--- src/rtl/gm_pkg.sv ---
// ----------------------------------------------------------------------------
// gm_pkg: shared constants for the gradient magnitude block
// Default geometry, register map codes and the magnitude clamp value.
// ----------------------------------------------------------------------------
package gm_pkg;

	localparam int DEF_MAX_WIDTH  = 2048;
	localparam int DEF_MAX_HEIGHT = 2048;
	localparam int DEF_COEFF_BITS = 4;
	localparam int DEF_PIXEL_BITS = 8;
	localparam int DEF_Q_DEPTH    = 4;

	localparam int RST_WIDTH  = 640;
	localparam int RST_HEIGHT = 480;
	localparam int MIN_DIM    = 3;

	localparam int TAPS     = 9;
	localparam int MAG_BITS = 8;
	localparam int MAG_MAX  = 255;

	localparam int ADDR_BITS = 5;
	localparam int DATA_BITS = 64;

	typedef enum logic [1:0] {
		REG_WIDTH  = 2'd0,
		REG_HEIGHT = 2'd1,
		REG_KX     = 2'd2,
		REG_KY     = 2'd3
	} reg_idx_t;

	typedef struct packed {
		logic empty;
		logic pop;
	} q_ctl_t;

endpackage

--- src/rtl/gm_queue.sv ---
// ----------------------------------------------------------------------------
// gm_queue: short window queue
// Decouples the window builder from the magnitude unit.
// ----------------------------------------------------------------------------
module gm_queue #(
	parameter int WIDTH = 73,
	parameter int DEPTH = gm_pkg::DEF_Q_DEPTH
) (
	input  logic                       clk,
	input  logic                       arst_n,
	input  logic                       wr_en,
	input  logic [WIDTH-1:0]           wr_data,
	input  gm_pkg::q_ctl_t             ctl_in,
	output logic                       q_empty,
	output logic [WIDTH-1:0]           rd_data,
	output logic [$clog2(DEPTH+1)-1:0] count
);
	localparam int AW = (DEPTH > 1) ? $clog2(DEPTH) : 1;
	localparam int CW = $clog2(DEPTH + 1);

	logic [WIDTH-1:0] mem_q [DEPTH];
	logic [AW-1:0]    wr_ptr_q, rd_ptr_q;
	logic [CW-1:0]    cnt_q;
	logic             rd_en;

	assign rd_en   = ctl_in.pop & ~ctl_in.empty;
	assign q_empty = (cnt_q == '0);
	assign rd_data = mem_q[rd_ptr_q];
	assign count   = cnt_q;

	always_ff @(posedge clk) begin
		if (wr_en) begin
			mem_q[wr_ptr_q] <= wr_data;
		end
	end

	always_ff @(posedge clk or negedge arst_n) begin
		if (!arst_n) begin
			wr_ptr_q <= '0;
			rd_ptr_q <= '0;
			cnt_q    <= '0;
		end else begin
			if (wr_en) begin
				wr_ptr_q <= (wr_ptr_q == AW'(DEPTH - 1)) ? '0 : wr_ptr_q + 1'b1;
			end
			if (rd_en) begin
				rd_ptr_q <= (rd_ptr_q == AW'(DEPTH - 1)) ? '0 : rd_ptr_q + 1'b1;
			end
			if (wr_en && !rd_en) begin
				cnt_q <= cnt_q + 1'b1;
			end else if (!wr_en && rd_en) begin
				cnt_q <= cnt_q - 1'b1;
			end
		end
	end

`ifndef SYNTHESIS
	a_no_overflow: assert property (@(posedge clk) disable iff (!arst_n)
		(cnt_q == CW'(DEPTH)) |-> !wr_en || rd_en) else $error("queue overflow");
	a_no_underflow: assert property (@(posedge clk) disable iff (!arst_n)
		(ctl_in.empty == q_empty)) else $error("queue empty flag mismatch");
	a_count_bound: assert property (@(posedge clk) disable iff (!arst_n)
		cnt_q <= CW'(DEPTH)) else $error("queue count out of range");
`endif

endmodule

--- config.mk ---
export PLATFORM = sky130hd
export DESIGN_NAME = gm_queue
export DESIGN_NICKNAME = d
export VERILOG_FILES = /design/src/rtl/gm_pkg.sv /design/src/rtl/gm_queue.sv
export SDC_FILE = /design/constraint.sdc
export NUM_CORES = 1
export LEC_CHECK = 0
export BUFFER_PORTS_ARGS = -buffer_cell sky130_fd_sc_hd__clkbuf_2
export CORE_ASPECT_RATIO = 1.5
export CORE_MARGIN = 2
export CORE_UTILIZATION = 45
export CTS_CLUSTER_DIAMETER = 80
export DETAILED_ROUTE_END_ITERATION = 6
export PLACE_DENSITY = 0.7
export SKIP_CTS_REPAIR_TIMING = 1
export SLEW_MARGIN = 20
export SYNTH_ARGS = -nofsm -noshare
export SYNTH_HDL_FRONTEND = slang
export SYNTH_SLANG_ARGS = --single-unit
--- constraint.sdc ---
create_clock -name clk -period 3.05 [get_ports clk]
set_input_delay 0 -clock clk [delete_from_list [all_inputs] [get_ports clk]]
set_output_delay 0 -clock clk [all_outputs]
set_load 0.01 [all_outputs]
# Word level (Yosys, flattened, before mapping)
# Memories as Yosys holds them, arrays and structs flattened.
# Cells that the tools add are included.
[totals] ff_bits=7 ramBits=292 input_bits=78 output_inout_bits=77 word_cells=24 memories=1
[mem_list] name="mem_q" words=4 word_bits=73 read_ports=1 rd_ports_with_merged_regs=0 write_ports=1 line="gm_queue.sv:21" text="logic [WIDTH-1:0] mem_q [DEPTH];"
[op_classes] n_addsub=4 eq_ne=2 n_mux=6 bitwise_logic=2 reduce_logical=6
[ops] op="3-bit two-way mux" n=2
[ops] op="2-bit by 1-bit adder with 2-bit output, second input constant" n=2
[ops] op="2-bit equality test, second input constant" n=2
[ops] op="2-bit two-way mux" n=2
[ops] op="3-bit by 1-bit adder with 3-bit output, second input constant" n=1
[ops] op="3-bit logical NOT" n=1
[ops] op="3-bit by 1-bit subtractor with 3-bit output, second input constant" n=1
[ops] op="1-bit logical AND" n=2
[ops] op="1-bit logical NOT" n=2
[ops] op="1-bit two-way mux" n=2
[ops] op="2-bit nonzero test" n=1
[ops] op="1-bit AND" n=1
[ops] op="1-bit NOT" n=1

# Logic depth before layout (Yosys ltp)
[logic_depth] ltp_word=5 depth_mapped=8 depth_no_buf=8

# Least setup slack after synthesis
# Ideal clock, no wire load.
[synth_path] kind="register -> register" startpoint="register wr_ptr_q[0]" endpoint="memory mem_q[0][0] (enable)" setup_time_ps=439 t_arrival_ps=2331 t_required_ps=2611 path_slack_ps=280 path_stages_with_launch=4 path_buffers=0 synth_period_minus_slack_ps=2770 path_cell_list="dfrtp_1 inv_1 ha_1 and2_1"
[synth_rtl] item="start, declared" line="gm_queue.sv:22" text="logic [AW-1:0] wr_ptr_q, rd_ptr_q;"
[synth_rtl] item="start signal, assigned" line="gm_queue.sv:44" text="wr_ptr_q <= (wr_ptr_q == AW'(DEPTH - 1)) ? '0 : wr_ptr_q + 1'b1;"
[synth_rtl] item="end, declared" line="gm_queue.sv:21"
# Straight into the memory's write port.

# Final worst setup path
[layout_path] startpoint="register rd_ptr_q[0]" endpoint="output rd_data[35]"
[layout_via] elab_chain_cells=1
[layout_lines] item="start, declared" line="gm_queue.sv:22"
[layout_lines] item="start signal, assigned" line="gm_queue.sv:47" text="rd_ptr_q <= (rd_ptr_q == AW'(DEPTH - 1)) ? '0 : rd_ptr_q + 1'b1;"
[layout_lines] item="memory read 4 x 73 bit"
[layout_lines] item="end, declared" line="gm_queue.sv:15" text="output logic [WIDTH-1:0] rd_data,"
# No other way between the ends.

==> metrics <==
first-pass GRT wire length=around 31000 µm; worst-margin pin slew=around 830 ps; pwr dens=around 900 mW/mm²; top post-synthesis cells by area=edfxtp_1 80%, mux4_2 15%, dfrtp_1 1.6%, ha_1 0.69%, buf_6 0.62%; VDD IR max=0.000669 V; row cnt=between 60 and 70; Async S/R FF share, synth=between 2 and 2.5%; layout overhead on the synthesized area=26.3%; Avg Cell Area, Syn=~26 µm²; register area share after synthesis=81.7%; Setup crit end kind=primary output; Num Clock Sinks=around 300; Total Wirelength=around 21000 µm; Slew Limit Fails=0; EDFF count, synth=292; area of the multi-input gates=between 0.0015 and 0.002 mm²; htree depth=1; GRT Overall Usage=15.9%; Commonest cells post-synth=292 x edfxtp_1, 73 x mux4_2, 7 x buf_2, 7 x dfrtp_1; layout cells sized above 1=42.0%; register area=approximately 0.0090 mm²; starting density of the core=45.9%; Yosys cell types=19; worst slack, placed=roughly 900 ps; Worst setup SP type=register; RSZ-0062 raised after global routing=false; total CTS buffers=27; design area=between 0.01 and 0.015 mm²; core footprint=between 0.02 and 0.025 mm²; gpl congestion=approximately 0.73; status=finished, final reports clean; Vias=around 5200; routed len/inst=20.4 µm; Peak Freq=around 380 MHz; area leader, netlist=edfxtp_1; Final Critical Period=roughly 2600 ps; clk slew on worst S/H paths=~60 ps; fillers=between 1500 and 2000; Top Ports=between 150 and 200; Top Usage Layer GRT=met2; synth warn=0; top_reg_cell synth=edfxtp_1; routed vias/inst=5.16; Finish-stage setup viols=0; Final #Nets=762; Final TNS setup=0 ps; Max-cap violations=0; Final period util=a little under 90%; vias in the first global route=between 5000 and 6000; IO buf count=roughly 150; Syn Nets=about 500; Setup WS post-layout=roughly 400 ps; final global-route overflow total=0; cell count after synthesis=418; initial antenna violation count=0; CP Class=reg -> out; Synth Cell Area=around 0.011 mm²; largest net degree at the start of global routing=52; ANT cells=0; GR met1 Demand/Resource=between 10% and 20%; CTS tree=built; area share of the largest cell type after synthesis=approximately 80%; Slew headroom=approximately 44%; drt pass-1 iters=4; worst clock skew=~7.6 ps; DR iter-0 viols=242; GR Layer Usage met2=a little under 30%; grt met3 use=between 3 and 4%; Clock Latency Late Sink=~520 ps; Routed Antenna Nets=0; CP Max Fanout=43; Final Hold Fails=0; Clock Tree Buf Depth=3; CP arrival=about 2700 ps; count leader, synth=edfxtp_1; Root Buffer=clkbuf_16; P_leak=approximately 4.8 nW; die height=~200 µm; # DRC=0; min-delay worst type=in -> reg; Die W=about 130 µm; Critical Path RT=about 3000 ps; Post-DP Area=0.0121 mm²; Detail Placement HPWL=12800 µm; post-synthesis register bit count=~300; DIE AREA=about 0.026 mm²
metrics by stage:
stage / hold slack, ps / util [%] / total power, mW / cells
4_1_cts: -720 / 54.7 / 12.5 / 937
3_5_place_dp: -153 / 51.0 / 9.09 / 889
5_1_grt: 61.7 / 58.0 / 12.9 / 1015
6_report: 23.7 / 58.0 / 12.4 / 1015
2_1_floorplan: -296 / - / 7.82 / 418
3_3_place_gp: -163 / 51.0 / 8.96 / 889
critical path, cell delays in order (launching register included):
cell and delay [ps]:
dfrtp_4 980, buf_4 430, mux4_2 550, clkbuf_2 140
where the power goes:
part / total [mW] / switching (mW) / internal, mW
Combinational: 3.25 / 1.59 / 1.66
Sequential: 5.75 / 0.478 / 5.27
Clock: 3.38 / 1.37 / 2.01
cell families (layout without fill, tap and decap cells):
group           Yosys count  after routing  share of synthesized area, %
compound gates            2              2                        0.0915
xor+xnor                  3              3                         0.240
fa+ha+maj                 7              7                         0.869
buf+inv                  20            298                          1.25
flops                   299            299                          81.7
mux                      76             76                          15.3
simple gates             11             11                         0.503
final cells by class:
class	count	share of cell area, %
clock buffers	33	5.20
clock inverters	15	1.31
inverters	4	0.109
multi-input cells	99	13.6
flip-flops and latches	299	64.8
well taps	319	2.89
repair buffers	246	12.2
final timing paths:
check / start / to / slack (ps) / depth (start not counted)
max: rd_ptr_q[0] / rd_data[35] / 400 / 3
min: ctl_in[0] / count[0] / 20 / 5
max reg2reg: wr_ptr_q[0] / mem_q[2][61] / 1070 / 4
min reg2reg: count[2] / count[2] / 510 / 1
max in group asynchronous: arst_n / rd_ptr_q[0] / 2330 / 3
min in group asynchronous: arst_n / rd_ptr_q[1] / 440 / 3
flip-flops by register name, indices dropped and copies added, names as in the netlist:
| register | flops |
|---|---|
| mem_q | 292 |
| count | 3 |
| rd_ptr_q | 2 |
| wr_ptr_q | 2 |
per-layer routing:
layer  vias up  wire (µm)
li1       2311          -
met1      2757       7960
met2       140      11400
met3        27        914
met4         0        405
met5         -          0
cell usage in the layout, fill, tap and decap left out:
cell / instances
o21ai_0: 2
clkinv_4: 1
inv_1: 4
nand2_1: 2
dfrtp_1: 5
clkinv_2: 6
xor2_1: 2
clkbuf_1: 4
mux4_2: 73
nor2_1: 3
clkbuf_16: 27
fa_1: 1
clkinvlp_4: 2
buf_4: 12
edfxtp_1: 292
bufinv_16: 4
buf_12: 2
clkbuf_8: 2
ha_1: 6
nor3_1: 1
nor2b_1: 1
xnor2_1: 1
and2_4: 4
dlygate4sd3_1: 78
dfrtp_4: 2
clkinv_1: 2
mux2_2: 3
clkbuf_2: 154
Power figures use the tool's default switching activity.
