### src/rtl/gm_pkg.sv
// ----------------------------------------------------------------------------
// gm_pkg: shared constants for the gradient magnitude block
// Default geometry, register map codes and the magnitude clamp value.
// ----------------------------------------------------------------------------
package gm_pkg;

	localparam int DEF_MAX_WIDTH  = 2048;
	localparam int DEF_MAX_HEIGHT = 2048;
	localparam int DEF_COEFF_BITS = 4;
	localparam int DEF_PIXEL_BITS = 8;
	localparam int DEF_Q_DEPTH    = 4;

	localparam int RST_WIDTH  = 640;
	localparam int RST_HEIGHT = 480;
	localparam int MIN_DIM    = 3;

	localparam int TAPS     = 9;
	localparam int MAG_BITS = 8;
	localparam int MAG_MAX  = 255;

	localparam int ADDR_BITS = 5;
	localparam int DATA_BITS = 64;

	typedef enum logic [1:0] {
		REG_WIDTH  = 2'd0,
		REG_HEIGHT = 2'd1,
		REG_KX     = 2'd2,
		REG_KY     = 2'd3
	} reg_idx_t;

	typedef struct packed {
		logic empty;
		logic pop;
	} q_ctl_t;

endpackage

### src/rtl/gm_back.sv
// ----------------------------------------------------------------------------
// gm_back: gradient magnitude unit
// Convolves with both kernels, squares, takes a bit-serial root or clamps.
// ----------------------------------------------------------------------------
module gm_back #(
	parameter int PIXEL_BITS = gm_pkg::DEF_PIXEL_BITS,
	parameter int COEFF_BITS = gm_pkg::DEF_COEFF_BITS,
	parameter int KW         = 36
) (
	input  logic                                clk,
	input  logic                                arst_n,
	input  logic                                q_empty,
	input  logic [gm_pkg::TAPS*PIXEL_BITS:0]    q_rdata,
	output gm_pkg::q_ctl_t                      q_ctl,
	input  logic [KW-1:0]                       kx,
	input  logic [KW-1:0]                       ky,
	input  logic                                pop,
	output logic                                empty,
	output logic [gm_pkg::MAG_BITS-1:0]         magnitude,
	output logic                                frame_last
);
	localparam int PB = PIXEL_BITS;
	localparam int CB = COEFF_BITS;
	localparam int PW = PB + CB + 1;
	localparam int G  = PW + 4;
	localparam int SQ = 2 * G;
	localparam int MB = gm_pkg::MAG_BITS;

	typedef enum logic [2:0] {S_IDLE, S_SUM, S_SQ, S_ADD, S_ROOT, S_OUT} state_t;

	state_t                   state_q;
	logic [PB-1:0]            win_q [gm_pkg::TAPS];
	logic                     last_q;
	logic signed [G-1:0]      gx_q, gy_q, gx_d, gy_d;
	logic [G-1:0]             ax, ay;
	logic [SQ-1:0]            sqx_q, sqy_q;
	logic [SQ:0]              sum_q;
	logic [MB-1:0]            root_q, bit_q, trial;
	logic                     out_v_q;
	logic                     ld_out;
	logic signed [CB-1:0]     tx [gm_pkg::TAPS];
	logic signed [CB-1:0]     ty [gm_pkg::TAPS];

	for (genvar i = 0; i < gm_pkg::TAPS; i++) begin : g_tap
		if ((i + 1) * CB <= KW) begin : g_in
			assign tx[i] = kx[i*CB +: CB];
			assign ty[i] = ky[i*CB +: CB];
		end else begin : g_out
			assign tx[i] = '0;
			assign ty[i] = '0;
		end
	end

	always_comb begin
		gx_d = '0;
		gy_d = '0;
		for (int i = 0; i < gm_pkg::TAPS; i++) begin
			gx_d = gx_d + G'(signed'({1'b0, win_q[i]}) * tx[i]);
			gy_d = gy_d + G'(signed'({1'b0, win_q[i]}) * ty[i]);
		end
	end

	assign ax    = gx_q[G-1] ? G'(-gx_q) : G'(gx_q);
	assign ay    = gy_q[G-1] ? G'(-gy_q) : G'(gy_q);
	assign trial = root_q | bit_q;

	assign q_ctl.empty = q_empty;
	assign q_ctl.pop   = (state_q == S_IDLE);
	assign empty       = ~out_v_q;
	assign ld_out      = (state_q == S_OUT) && (!out_v_q || pop);

	always_ff @(posedge clk or negedge arst_n) begin
		if (!arst_n) begin
			state_q <= S_IDLE;
			out_v_q <= 1'b0;
		end else begin
			if (ld_out) begin
				out_v_q <= 1'b1;
			end else if (pop && out_v_q) begin
				out_v_q <= 1'b0;
			end
			case (state_q)
				S_IDLE: begin
					if (!q_empty) begin
						state_q <= S_SUM;
					end
				end
				S_SUM:  state_q <= S_SQ;
				S_SQ:   state_q <= S_ADD;
				S_ADD:  state_q <= (((SQ+1)'(sqx_q) + (SQ+1)'(sqy_q)) >=
					(SQ+1)'(gm_pkg::MAG_MAX * gm_pkg::MAG_MAX)) ? S_OUT : S_ROOT;
				S_ROOT: begin
					if (bit_q[0]) begin
						state_q <= S_OUT;
					end
				end
				S_OUT: begin
					if (ld_out) begin
						state_q <= S_IDLE;
					end
				end
				default: state_q <= S_IDLE;
			endcase
		end
	end

	always_ff @(posedge clk) begin
		case (state_q)
			S_IDLE: begin
				for (int i = 0; i < gm_pkg::TAPS; i++) begin
					win_q[i] <= q_rdata[i*PB +: PB];
				end
				last_q <= q_rdata[gm_pkg::TAPS*PB];
			end
			S_SUM: begin
				gx_q <= gx_d;
				gy_q <= gy_d;
			end
			S_SQ: begin
				sqx_q <= ax * ax;
				sqy_q <= ay * ay;
			end
			S_ADD: begin
				sum_q  <= (SQ+1)'(sqx_q) + (SQ+1)'(sqy_q);
				root_q <= '0;
				bit_q  <= {1'b1, {(MB-1){1'b0}}};
			end
			S_ROOT: begin
				if ((SQ+1)'(trial * trial) <= sum_q) begin
					root_q <= trial;
				end
				bit_q <= bit_q >> 1;
			end
			S_OUT: begin
				if (!out_v_q || pop) begin
					magnitude  <= (sum_q >= (SQ+1)'(gm_pkg::MAG_MAX * gm_pkg::MAG_MAX)) ?
						MB'(gm_pkg::MAG_MAX) : root_q;
					frame_last <= last_q;
				end
			end
			default: ;
		endcase
	end

`ifndef SYNTHESIS
	a_bit_onehot: assert property (@(posedge clk) disable iff (!arst_n)
		(state_q == S_ROOT) |-> $onehot(bit_q)) else $error("root bit not one-hot");
	a_root_ends: assert property (@(posedge clk) disable iff (!arst_n)
		(state_q == S_ROOT && bit_q[0]) |=> (state_q == S_OUT)) else $error("root overrun");
	a_load: assert property (@(posedge clk) disable iff (!arst_n)
		(state_q == S_IDLE && !q_empty) |=> (state_q == S_SUM)) else $error("load missed");
`endif

endmodule

### config.mk
export PLATFORM = sky130hd
export DESIGN_NAME = gm_back
export DESIGN_NICKNAME = d
export VERILOG_FILES = /design/src/rtl/gm_pkg.sv /design/src/rtl/gm_back.sv
export SDC_FILE = /design/constraint.sdc
export NUM_CORES = 2
export LEC_CHECK = 0
export ABC_AREA = 1
export BUFFER_PORTS_ARGS = -buffer_cell sky130_fd_sc_hd__buf_2
export CAP_MARGIN = 25
export CORE_UTILIZATION = 47
export CTS_CLUSTER_SIZE = 24
export DETAILED_ROUTE_END_ITERATION = 8
export GPL_TIMING_DRIVEN = 0
export HOLD_SLACK_MARGIN = 0.15
export PLACE_DENSITY = 0.73
export REMOVE_ABC_BUFFERS = 1
export SYNTH_ARGS = -nofsm -noshare
export SYNTH_HDL_FRONTEND = slang
export SYNTH_SLANG_ARGS = --single-unit
### constraint.sdc
create_clock -name clk -period 7.95 [get_ports clk]
set_clock_uncertainty 0.05 [all_clocks]
set_input_delay 1.59 -clock clk [delete_from_list [all_inputs] [get_ports clk]]
set_output_delay 1.59 -clock clk [all_outputs]
set_load 0.02 [all_outputs]
# == Yosys cells after proc, flatten, opt, wreduce, memory -nomap -nowiden ==
# Memories as Yosys holds them, arrays and structs flattened.
# Cells that the tools add are included.
# word_totals
reg_bits,167
wordCells,91
ramBits,72
memories,1
# memory_table
name,depth,width,read_ports,rd_clocked_by_memory_dff,wr,line_no,text
win_q,9,8,9,0,9,gm_back.sv:32,logic [PB-1:0] win_q [gm_pkg::TAPS];
# op_classes
add_sub_neg,19
n_mul,21
n_lt_le_gt_ge,3
reduce_logical,10
bitwise,2
n_eq_ne,9
muxes,14
# op_table
op,n
multiplier 9 x 4 -> 13 bit,18
adder 17 x 13 -> 17 bit,8
>= comparator 35 x 16 -> 1 bit (second input constant),2
multiplier 17 x 17 -> 34 bit,2
adder 34 x 34 -> 35 bit,1
less-or-equal comparator 16 x 35 -> 1 bit,1
adder 16 x 13 -> 17 bit,2
2-to-1 mux 17 bit,2
negation 17 bit,2
adder 15 x 13 -> 16 bit,2
one-hot mux 8 bit (2 select lines),2
adder 14 x 13 -> 15 bit,2
adder 13 x 13 -> 14 bit,2
one-hot mux 3 bit (6 select lines),1
multiplier 8 x 8 -> 16 bit,1
2-to-1 mux 3 bit,3
2-to-1 mux 8 bit,1
inequality test 2 bit (second input constant),4
OR 8 bit,1
equality test 3 x 2 -> 1 bit (second input constant),2
equality test 3 bit (second input constant),2
2-to-1 mux 1 bit,5
AND reduction 2 bit,2
nonzero test 2 bit,2
other kinds (7),8

# == Longest topological paths before layout ==
# logic_depth
ltp_word,9
mapped_depth,38

# == Worst setup path before layout ==
# OpenSTA, ideal clock, no wires.
# synth_path
path_kind,input to register
start,input port kx[0]
end,register gx_q[16] (data pin)
t_required_ps,7638
setup_ps,262
path_buffers,1
arrival_ps,7685
stages,24
path_slack_ps,-47
path_cell_list,clkbuf_1 nand2_1 fa_1 inv_1 fa_1 fa_1 fa_1 inv_1 fa_1 fa_1 fa_1 inv_1 fa_1 ha_1 inv_1 fa_1 inv_1 a31oi_1 o21ai_1 a21boi_0 o21ai_1 a21o_1 a21oi_1 xor2_1
# synth_between
elab_chain_cells,9
# synth_rtl
element,line_no,text
"start, declared",gm_back.sv:15,"input logic [KW-1:0] kx,"
multiplier 9 x 4 -> 13 bit,gm_back.sv:58,"gx_d = gx_d + G'(signed'({1'b0, win_q[i]}) * tx[i]);"
adder 13 x 13 -> 14 bit,gm_back.sv:58,
adder 14 x 13 -> 15 bit,gm_back.sv:58,
adder 15 x 13 -> 16 bit,gm_back.sv:58,
adder 16 x 13 -> 17 bit,gm_back.sv:58,
adder 17 x 13 -> 17 bit (4 in a row),gm_back.sv:58,
via gx_d[16],gm_back.sv:34,"logic signed [G-1:0] gx_q, gy_q, gx_d, gy_d;"
"end signal, assigned",gm_back.sv:116,gx_q <= gx_d;
"end, declared",gm_back.sv:34,
# The timed path passes the listed nets, and every way through them passes these cells.
# A chain may end at the register's enable or synchronous reset.

# == Final worst setup path ==
# layout_path
start,input port kx[3]
end,register gx_q[16] (data pin)
# The elaborated chain is that of the path after synthesis.

==> summary.txt <==
DRT
----------------------------------------------------------------------------------------
Routed WL                                                                      133000 µm
Routed len/inst                                                                  18.0 µm
Total number of vias                                                               37353
Number of nets with antenna violations after routing                                   0
First-pass detailed-route iteration total                                              5
Via-per-instance ratio                                                              5.05
Detailed router's first-iteration violation count                                   2622
DR DRC count                                                                           0

SYNTH
----------------------------------------------------------------------------------------
Syn. warnings                                                                          0
Share of synthesized area occupied by flip-flops and latches                       14.0%
Post-synth EDFFs                                                                     233
Syn Std Cell Area                                                              50700 µm²
Largest area contributor in the synthesized netlist                                 fa_1
Cells after Synth                                                                   5815
Main area contributors after synthesis                                      fa_1 (40%), edfxtp_1 (14%), inv_1 (13%)
Leading register cell type out of synthesis                                     edfxtp_1
Number of storage elements in the synthesis netlist                                  237
Number of different library cells in the post-synthesis netlist                       55
Most common cell in the synthesized netlist                                        inv_1
Synth async-reset ratio                                                            1.69%
Top cell types by occurrence after synthesis                                inv_1 (1783), nand2_1 (1135), fa_1 (1023), ha_1 (496), nor2_1 (398)
Fraction of post-synthesis cell area in the top cell type by area                  40.4%
Post-Syn Area per Cell                                                          8.72 µm²

PLACEMENT
----------------------------------------------------------------------------------------
Sum of net half-perimeters after detailed placement                            113000 µm
Pre-CTS WS                                                                      -1.25 ns
IO buf count                                                                         160
Global placer's final weighted congestion                                          0.978

FLOORPLANNING
----------------------------------------------------------------------------------------
Initial Util                                                                       47.4%
Core region area                                                              107000 µm²
Io pins                                                                              161
Height of the die                                                                 330 µm
Die span in x                                                                     330 µm
Row count                                                                            120
Die footprint                                                                 109000 µm²

LAYOUT
----------------------------------------------------------------------------------------
Fill cell instance count of the final layout                                        9908
Fin nets                                                                            7640
Footprint of the multi-input gates                                             36900 µm²
FF+latch area                                                                   7100 µm²
Synthesis-to-layout area growth                                                    8.20%
Layout cell share with drive strength beyond 1                                     6.41%

SETUP PATH
----------------------------------------------------------------------------------------
Cell depth of the worst flop-to-flop path                                             31
Internal reg-to-reg setup slack                                                  0.35 ns
Arrival time reported for the critical path endpoint                             8.09 ns
Worst setup path class                                                      input port to flip-flop
Required time at the worst-slack endpoint                                        8.33 ns
Worst R2R Start                                                                  gx_q[0]
Critical-path maximum fanout                                                          12
Nature of the critical path startpoint                                        input port
RR Endpoint                                                                    sqx_q[31]
Capturing element type of the critical path                                    flip-flop

HOLD PATH
----------------------------------------------------------------------------------------
Startpoint of the most critical hold path                                         last_q
Type of the worst min-delay path                                            flip-flop to flip-flop
Count of cells along the worst hold path                                               0
Hold EP                                                                       frame_last

GRT
----------------------------------------------------------------------------------------
Number of antenna violations at the first check in global routing                      8
Gr usage total                                                                     25.3%
Wire length of the first global-routing pass                                   211000 µm
Grt total ovfl                                                                         0
Via count of the first global-routing pass                                         39710
Pin count of the biggest net entering global routing                                  38

TIMING
----------------------------------------------------------------------------------------
Worst path setup slack after routing                                            0.240 ns
Slew at the pin closest to its max-slew limit                                   0.989 ns
Portion of the clock cycle consumed by the worst path in the final layout          97.0%
Endpoints failing setup                                                                0
Final-report hold violation count                                                      0
Max Fclk                                                                         130 MHz
Final-report max-slew violation count                                                  0
Relative slew slack                                                                33.6%
Shortest period the worst path allows                                            7.71 ns

CTS
----------------------------------------------------------------------------------------
TritonCTS clock tree                                                                 yes
Number of buffers added to fix hold violations after cts                               0
Bufs on Longest Clock Path                                                             3
Total CTS buffers                                                                     28
Root Driver                                                                    clkbuf_16
Clock transition at path regs                                                    0.08 ns
H-tree Lvls                                                                            1
Clock latency on the worst-skew pair                                             0.63 ns
Number of clock sinks                                                                237

FLOW RUN
----------------------------------------------------------------------------------------
Number of max-cap violations                                                           0

RUN STATUS
----------------------------------------------------------------------------------------
Run status                                                                     completed

-- placed cells by master (no fill, tap or decap), types with 7 or more instances in the layout --
cell | netlist | layout
nor3_1 | 25 | 21
clkbuf_16 | 0 | 28
inv_1 | 1783 | 1772
nand2_2 | 3 | 16
conb_1 | 2 | 24
nor2_1 | 398 | 385
buf_2 | 10 | 157
o21ai_0 | 65 | 61
fa_1 | 1023 | 1021
buf_4 | 1 | 52
o21ai_1 | 6 | 7
nand3_1 | 80 | 78
nand4_1 | 23 | 23
nor2_2 | 4 | 13
nand3b_1 | 10 | 10
inv_2 | 8 | 9
nor4_1 | 17 | 15
xnor2_1 | 58 | 57
nand2_1 | 1135 | 1119
ha_1 | 496 | 490
edfxtp_1 | 233 | 233
clkinvlp_4 | 0 | 12
xor2_1 | 85 | 81
o21bai_1 | 11 | 11
o21a_1 | 10 | 10
a21o_1 | 10 | 10
a21oi_1 | 144 | 137
-- critical path, cell delays in order --
cell and delay [ns]:
buf_6 0.15, clkinvlp_4 0.15, buf_4 0.12, nor2_1 0.04, fa_1 0.56, inv_1 0.06, fa_1 0.54, inv_1 0.05
fa_1 0.48, fa_1 0.51, fa_1 0.52, inv_1 0.05, fa_1 0.48, fa_1 0.50, inv_1 0.06, fa_1 0.48
ha_2 0.31, nand2_1 0.07, nand2_1 0.08, a31oi_4 0.27, o21ai_4 0.12, a21boi_2 0.20, o21ai_2 0.10, a21o_1 0.17
a21oi_2 0.16, xor2_2 0.24
-- worst max-delay path by stage --
stage	end	startpoint	slack, ns	cells past startpoint
floorplan	gx_q[15]	kx[3]	0.15	28
global placement	gx_q[16]	kx[3]	-1.17	25
detailed placement	gx_q[16]	kx[3]	-1.25	25
CTS	gx_q[16]	kx[3]	0.009	27
global route	sqy_q[33]	gy_q[0]	-0.07	34
finish	gx_q[16]	kx[3]	0.24	26
-- area by class of cell --
class | instances | area share (%)
multi-input cells | 3689 | 67.2
flip-flops and latches | 237 | 12.9
inverters | 1796 | 12.4
well taps | 1403 | 3.20
repair buffers | 220 | 2.48
clock buffers | 31 | 1.30
clock inverters | 21 | 0.486
diodes | 3 | 0.0137
-- stage by stage --
step	hold WS [ns]	area, µm²	TNS (ns)	instances	utilization (%)
2_1_floorplan	0.350	50300	0	5722	-
3_3_place_gp	0.351	52900	-21.43	7285	49.4
3_5_place_dp	0.362	53000	-23.59	7290	49.5
4_1_cts	0.381	54200	0	7354	50.7
5_1_grt	0.405	54900	-0.183	7398	51.3
6_report	0.382	54900	0	7400	51.3
-- state kept, by name, summed over array words and instances (netlist names) --
| signal | cells |
|---|---|
| sqx_q | 33 |
| sqy_q | 33 |
| magnitude | 8 |
| out_v_q | 1 |
| bit_q | 8 |
| last_q | 1 |
| gy_q | 17 |
| win_q | 72 |
| gx_q | 17 |
| frame_last | 1 |
| root_q | 8 |
| sum_q | 35 |
| state_q | 3 |
-- kinds of logic after synthesis --
kind of cell / Yosys count / synth area share (%)
compound gates: 282 / 3.16
xor+xnor: 146 / 2.59
fa+ha+maj: 1519 / 52.6
buf+inv: 1911 / 14.2
flops: 237 / 14.0
other cells: 2 / 0.0148
simple gates: 1718 / 13.4
-- routing by layer --
layer	up-vias	routed length, µm	part of all wire [%]	GRT usage [%]
li1	17157	-	-	-
met1	18558	52800	40	32.2
met2	1344	63900	48	43.1
met3	286	10000	7.5	4.29
met4	8	6310	4.7	9.79
met5	-	54	0.041	0
-- timing repair --
action / CTS / global route
endpoints found under the hold margin: 0 / 0
buffers inserted: 12 / 41
pin swaps: 0 / 15
resized for setup: 33 / 73
setup endpoints to repair: 35 / 35
Power is not shown: default switching activity piles up to over one toggle a cycle in this logic, so the estimate is an artifact.
